===== config.mk =====
export PLATFORM = sky130hd
export DESIGN_NAME = grc_ctrl
export DESIGN_NICKNAME = d
export VERILOG_FILES = /design/src/hdl/grc_pkg.sv /design/src/hdl/grc_ctrl.sv
export SDC_FILE = /design/constraint.sdc
export NUM_CORES = 1
export LEC_CHECK = 0
export ABC_AREA = 1
export BUFFER_PORTS_ARGS = -buffer_cell sky130_fd_sc_hd__buf_2
export CORE_AREA = 4 4 41 43
export DETAILED_ROUTE_END_ITERATION = 6
export DIE_AREA = 0 0 45 47
export PLACE_DENSITY = 0.75
export SLEW_MARGIN = 0
export SYNTH_ARGS = -nofsm -noshare
export SYNTH_HDL_FRONTEND = slang
export SYNTH_SLANG_ARGS = --single-unit

===== constraint.sdc =====
create_clock -name clk -period 3.6 [get_ports clk]
set_clock_uncertainty 0.05 [all_clocks]
set_input_delay 0.54 -clock clk [delete_from_list [all_inputs] [get_ports clk]]
set_output_delay 0.54 -clock clk [all_outputs]
set_load 0.05 [all_outputs]

===== src/hdl/grc_pkg.sv =====
// shared constants, types and helper functions of the grid ray caster
package grc_pkg;

  // map and screen geometry
  localparam int MAP_SIZE      = 32;
  localparam int MAP_BITS      = $clog2(MAP_SIZE);
  localparam int ADDR_W        = 2 * MAP_BITS;
  localparam int MAP_DEPTH     = MAP_SIZE * MAP_SIZE;
  localparam int SCREEN_WIDTH  = 320;
  localparam int SCREEN_HEIGHT = 240;
  localparam int TEX_SIZE      = 64;
  localparam int TEX_BITS      = $clog2(TEX_SIZE);

  // fixed point widths
  localparam int Q       = 16;
  localparam int POS_W   = 21;
  localparam int DIR_W   = 18;
  localparam int RAY_W   = 22;
  localparam int CAMX_W  = 20;
  localparam int CELL_W  = MAP_BITS + 2;
  localparam int NUM_W   = 24;
  localparam int DIST_W  = 49;
  localparam int PERP_W  = 24;
  localparam int TILE_W  = 8;
  localparam int COL_W   = 10;
  localparam int LEN_W   = 10;
  localparam int COLOR_W = 24;

  localparam logic [DIST_W-1:0]  DIST_INF    = DIST_W'(1) << (DIST_W - 1);
  localparam logic [PERP_W-1:0]  PERP_MAX    = '1;
  localparam logic [COLOR_W-1:0] Y_SIDE_MASK = 24'h7f7f7f;
  localparam logic [COLOR_W-1:0] NO_MASK     = '1;

  // shared divider and multiplier widths
  localparam int DIV_N   = 40;
  localparam int DIV_D   = 24;
  localparam int DIV_CNT = $clog2(DIV_N + 1);
  localparam int MUL_A   = 25;
  localparam int MUL_B   = 34;
  localparam int MUL_P   = MUL_A + MUL_B;

  // configuration port
  localparam int CFG_IDX_W = 3;
  localparam int CFG_W     = POS_W;
  localparam logic [CFG_IDX_W-1:0] REG_CAM_POS_X    = 3'd0;
  localparam logic [CFG_IDX_W-1:0] REG_CAM_POS_Y    = 3'd1;
  localparam logic [CFG_IDX_W-1:0] REG_VIEW_DIR_X   = 3'd2;
  localparam logic [CFG_IDX_W-1:0] REG_VIEW_DIR_Y   = 3'd3;
  localparam logic [CFG_IDX_W-1:0] REG_VIEW_PLANE_X = 3'd4;
  localparam logic [CFG_IDX_W-1:0] REG_VIEW_PLANE_Y = 3'd5;

  // request kinds
  localparam logic CMD_WRITE = 1'b0;
  localparam logic CMD_CAST  = 1'b1;

  // datapath operations issued by the controller
  typedef enum logic [4:0] {
    OP_NONE, OP_CLEAR, OP_LOAD,
    OP_MUL_CAMX, OP_CAP_CAMX,
    OP_MUL_RX, OP_CAP_RX, OP_MUL_RY, OP_CAP_RY,
    OP_DIV_DX, OP_CAP_DX, OP_DIV_DY, OP_CAP_DY,
    OP_MUL_SDX, OP_CAP_SDX, OP_MUL_SDY, OP_CAP_SDY,
    OP_STEP,
    OP_DIV_PERP, OP_CAP_PERP, OP_DIV_LEN, OP_CAP_LEN,
    OP_MUL_HIT, OP_CAP_RESULT
  } op_t;

  // datapath status seen by the controller
  typedef struct packed {
    logic clear_last;
    logic div_busy;
    logic walk_end;
    logic out_free;
  } dp_stat_t;

  // magnitude of a ray component
  function automatic logic [RAY_W-1:0] abs_ray(input logic signed [RAY_W-1:0] r);
    abs_ray = r[RAY_W-1] ? RAY_W'(-r) : RAY_W'(r);
  endfunction

  // flat colour per wall code
  function automatic logic [COLOR_W-1:0] code_color(input logic [TILE_W-1:0] code);
    case (code)
      8'd1:    code_color = 24'hff0000;
      8'd2:    code_color = 24'h00ff00;
      8'd3:    code_color = 24'h0000ff;
      8'd4:    code_color = 24'hffff00;
      8'd5:    code_color = 24'h00ffff;
      default: code_color = 24'h0000ff;
    endcase
  endfunction

endpackage


===== src/hdl/grc_ctrl.sv =====
// sequencing state machine of the ray caster
module grc_ctrl (
  input  logic              clk,
  input  logic              rst,
  input  logic              in_valid,
  input  logic              in_cmd,
  output logic              in_ready,
  input  grc_pkg::dp_stat_t stat,
  output grc_pkg::op_t      op
);
  import grc_pkg::*;

  typedef enum logic [4:0] {
    S_CLEAR, S_IDLE,
    S_CAMX, S_CAMX_C,
    S_RX_M, S_RX_C, S_RY_M, S_RY_C,
    S_DX, S_DX_W, S_DX_C, S_DY, S_DY_W, S_DY_C,
    S_SDX_M, S_SDX_C, S_SDY_M, S_SDY_C,
    S_STEP, S_CHECK,
    S_PERP, S_PERP_W, S_PERP_C, S_LEN, S_LEN_W, S_LEN_C,
    S_HIT_M, S_FIN
  } state_t;

  state_t state;

  // state register
  always_ff @(posedge clk) begin
    if (rst) begin
      state <= S_CLEAR;
    end else begin
      unique case (state)
        S_CLEAR:  if (stat.clear_last) state <= S_IDLE;
        S_IDLE:   if (in_valid && in_cmd == CMD_CAST) state <= S_CAMX;
        S_CAMX:   state <= S_CAMX_C;
        S_CAMX_C: state <= S_RX_M;
        S_RX_M:   state <= S_RX_C;
        S_RX_C:   state <= S_RY_M;
        S_RY_M:   state <= S_RY_C;
        S_RY_C:   state <= S_DX;
        S_DX:     state <= S_DX_W;
        S_DX_W:   if (!stat.div_busy) state <= S_DX_C;
        S_DX_C:   state <= S_DY;
        S_DY:     state <= S_DY_W;
        S_DY_W:   if (!stat.div_busy) state <= S_DY_C;
        S_DY_C:   state <= S_SDX_M;
        S_SDX_M:  state <= S_SDX_C;
        S_SDX_C:  state <= S_SDY_M;
        S_SDY_M:  state <= S_SDY_C;
        S_SDY_C:  state <= S_STEP;
        S_STEP:   state <= S_CHECK;
        S_CHECK:  state <= stat.walk_end ? S_PERP : S_STEP;
        S_PERP:   state <= S_PERP_W;
        S_PERP_W: if (!stat.div_busy) state <= S_PERP_C;
        S_PERP_C: state <= S_LEN;
        S_LEN:    state <= S_LEN_W;
        S_LEN_W:  if (!stat.div_busy) state <= S_LEN_C;
        S_LEN_C:  state <= S_HIT_M;
        S_HIT_M:  state <= S_FIN;
        S_FIN:    if (stat.out_free) state <= S_IDLE;
        default:  state <= S_CLEAR;
      endcase
    end
  end

  assign in_ready = (state == S_IDLE);

  // operation decode
  always_comb begin
    unique case (state)
      S_CLEAR:  op = OP_CLEAR;
      S_IDLE:   op = in_valid ? OP_LOAD : OP_NONE;
      S_CAMX:   op = OP_MUL_CAMX;
      S_CAMX_C: op = OP_CAP_CAMX;
      S_RX_M:   op = OP_MUL_RX;
      S_RX_C:   op = OP_CAP_RX;
      S_RY_M:   op = OP_MUL_RY;
      S_RY_C:   op = OP_CAP_RY;
      S_DX:     op = OP_DIV_DX;
      S_DX_C:   op = OP_CAP_DX;
      S_DY:     op = OP_DIV_DY;
      S_DY_C:   op = OP_CAP_DY;
      S_SDX_M:  op = OP_MUL_SDX;
      S_SDX_C:  op = OP_CAP_SDX;
      S_SDY_M:  op = OP_MUL_SDY;
      S_SDY_C:  op = OP_CAP_SDY;
      S_STEP:   op = OP_STEP;
      S_PERP:   op = OP_DIV_PERP;
      S_PERP_C: op = OP_CAP_PERP;
      S_LEN:    op = OP_DIV_LEN;
      S_LEN_C:  op = OP_CAP_LEN;
      S_HIT_M:  op = OP_MUL_HIT;
      S_FIN:    op = stat.out_free ? OP_CAP_RESULT : OP_NONE;
      default:  op = OP_NONE;
    endcase
  end

endmodule


==> results.py <==
metrics = {
    "status": {
        "result_of_the_run": "finished, final reports clean",
    },
    "critical_path": {
        "crit_path_max_incr_delay_ns": 0.46,
        "end_kind": "output port",
        "r2r_start": "state[3]",
        "timing_worst_setup_path_type": "register to output port",
        "worst_path_most_repeated_cell": "sky130_fd_sc_hd__nand2_1",
        "cp_data_arrival_time_ns": 1.94,
        "worst_ep_required_time_ns": 3.01,
        "maximum_fanout_encountered_on_the_critical_timing_path": 7,
        "reg2reg_to": "state[0]",
        "critical_path_cell_sequence": "nand2_1 > inv_2 > nand2_1 > o21ai_0 > nor2_1 > o2111ai_1 > buf_2",
        "timing.reg2reg.worst_path_depth": 9,
        "startpoint_type": "register",
        "timing.critical_path.slowest_stage_cell": "sky130_fd_sc_hd__dfxtp_1",
        "r2r_slack_ns": 2.02,
    },
    "finish": {
        "antenna_cells": 0,
        "num-nets-final": 155,
        "largest_register_ff_count": 5,
        "layout_commonest_cell": "sky130_fd_sc_hd__nand2_1",
        "top_regs": "state (5)",
        "final_cells": 161,
        "areaGrowthSynthToFinish_pct": 15.16,
        "drive_gt1_frac": 0.1781,
        "commonest_cells_after_routing_fill_and_taps_aside": "sky130_fd_sc_hd__nand2_1 (36), sky130_fd_sc_hd__nor2_1 (26), sky130_fd_sc_hd__nand3_1 (15)",
        "fillers": 142,
        "registers.top_by_ff_count": "state",
        "finish.instance_area_um2": 779.5,
    },
    "clocking": {
        "holdBufCountCts": 0,
        "cts-root-buf": "sky130_fd_sc_hd__clkbuf_4",
        "clock_latency_ns": 0.24,
        "tritoncts": "built",
        "postCtsResizedCells": 0,
        "tritoncts.num_buffers": 3,
        "clk_pin_slew_worst_paths_ns": 0.04,
        "cts.sink_count": 5,
        "cts.htree.levels": 1,
        "post_cts_repair_timing_setup_buffer_count": 0,
        "max-clock-path-buffers": 2,
    },
    "floorplan": {
        "die_height_um": 47,
        "core_area_mm2": 0.001301,
        "num_rows": 13,
        "floorplan.die_area_mm2": 0.002115,
        "design.portCount": 14,
        "dieWidth_um": 45,
        "initial_utilization": 0.5202,
    },
    "sta": {
        "max_slew_margin": 0.7573,
        "final.period_utilization": 0.7029,
        "final_report_hold_violation_count": 0,
        "report.final.slew_viol_count": 0,
        "setup_viol": 0,
        "tns_ns": 0,
        "unrepaired_setup_endpoints_after_global_routing": "no",
        "period_needed_ns": 2.531,
        "fmaxAchievable_mhz": 395.2,
        "worst-slew-pin-transition_ns": 0.3627,
    },
    "logic_synthesis": {
        "ys_async_sr_fraction": 0,
        "postSynthCellCount": 130,
        "synth.lib_cells_used.distinct": 21,
        "avgSynthCellArea_um2": 5.207,
        "synth_sequential_area_ratio": 0.1479,
        "synth_area_um2": 676.9,
        "synth-warning-count": 0,
        "synth_nets": 138,
        "synth-seq-cells": 5,
        "synth_edf_count": 0,
        "ys_dominant_reg_cell": "sky130_fd_sc_hd__dfxtp_1",
    },
    "worst_hold_path": {
        "hold_start": "rst",
        "min_to": "state[1]",
        "hold_path.class": "input port to register",
        "whs_path_depth": 2,
    },
    "global_routing": {
        "grt_first_pass_wirelength_um": 3594,
        "groute.usage.overall": 0.2277,
        "first_global_vias": 877,
        "largest_net_degree_at_the_start_of_global_routing": 13,
        "grt_antenna_before_repair": 0,
        "grt.overflow.total": 0,
    },
    "detailed_routing": {
        "drc_errors": 0,
        "vias_per_cell": 5.944,
        "detailedRoute.firstIterationViolations": 64,
        "detail_route.first_pass.iterations": 4,
        "vias": 957,
        "final_antenna_net_count": 0,
        "wl_per_cell_um": 13.22,
        "route.final.wire_length_um": 2128,
    },
    "placement": {
        "placed_cells_incl_taps": 157,
        "placed_area_um2": 753.2,
        "number_of_buffers_added_on_ports": 13,
        "dp_hpwl_um": 1689,
        "gp_congestion": 0.9648,
    },
    "power": {
        "power.density_mw_per_mm2": 595.2,
        "static-leakage-power_uw": 0.0004187,
        "power.ir.vdd_worst_v": 0.0002679,
    },
    "run": {
        "maxCapViolations": 0,
    },
}
==> worst max-delay path, delay by kind of cell, from the launching register on <==
family                 cells  cell delay [ns]
AOI/OAI and AO/OA          2             0.32
buffers and inverters      2             0.46
DFF                        1             0.46
and+or+nand+nor            3             0.47
==> layout make-up <==
class | instances | area, um^2 | area share
timing repair buffer | 13 | 65.06 | 0.08347
multi-input combinational | 110 | 516.7 | 0.6629
tap | 15 | 18.77 | 0.02408
inverter | 14 | 52.55 | 0.06742
sequential | 5 | 100.1 | 0.1284
clock buffer | 4 | 26.28 | 0.03371
==> how the worst max path moves through the flow <==
stage	start	end	slack [ns]	depth (start not counted)
final	state[0]	op[3]	1.07	7
after global routing	state[0]	op[3]	0.88	7
after CTS	state[0]	op[3]	1.11	7
after detailed placement	state[0]	op[3]	1.39	7
after global placement	state[0]	op[3]	1.39	7
after floorplan	state[0]	op[1]	0.98	6
==> report_power, final <==
part           switching (uW)  internal [uW]  total, uW  leakage [uW]
Sequential               22.0           66.5       88.5     0.0000406
Clock                    23.8           42.0       65.7     0.0000150
Combinational             229           80.9        310      0.000363
Total                     275            189        464      0.000419
==> Yosys cell counts, types with 2 or more instances <==
cell type / instances / share of area
sky130_fd_sc_hd__nor2_2: 3 / 0.028
sky130_fd_sc_hd__dfxtp_1: 5 / 0.15
sky130_fd_sc_hd__nand4_1: 2 / 0.018
sky130_fd_sc_hd__nor2_1: 26 / 0.14
sky130_fd_sc_hd__inv_1: 11 / 0.061
sky130_fd_sc_hd__o21ai_0: 3 / 0.022
sky130_fd_sc_hd__o2111ai_1: 3 / 0.039
sky130_fd_sc_hd__nand3_1: 15 / 0.11
sky130_fd_sc_hd__a21oi_1: 12 / 0.089
sky130_fd_sc_hd__nand2_1: 36 / 0.20
sky130_fd_sc_hd__inv_2: 3 / 0.017
sky130_fd_sc_hd__nand2_2: 2 / 0.018
==> cells by family after synthesis <==
kind of cell           share of synthesized area
AND/OR/NAND/NOR                           0.5693
AO/OA/AOI/OAI                             0.1941
buffers and inverters                    0.08873
flip-flops                                0.1479
==> per-layer routing <==
| metal | wire length, um | global-route usage |
|---|---|---|
| met2 | 982 | 0.3701 |
| met4 | 33 | 0.08187 |
| met1 | 858 | 0.2870 |
| met5 | 0 | 0 |
| met3 | 254 | 0.06513 |
==> stage by stage <==
step / setup slack [ns] / total power (uW) / hold slack (ns) / util
final: 1.069 / 463.9 / 0.4806 / 0.5990
after global routing: 0.8828 / 500.5 / 0.4673 / 0.5990
after CTS: 1.112 / 459.2 / 0.4667 / 0.5990
after detailed placement: 1.388 / 389.6 / 0.4762 / 0.5788
after global placement: 1.390 / 387.3 / 0.4759 / 0.5788
after floorplan: 0.9781 / 319.9 / 0.4442 / -
Note: power is estimated with default switching activity, not from simulation.
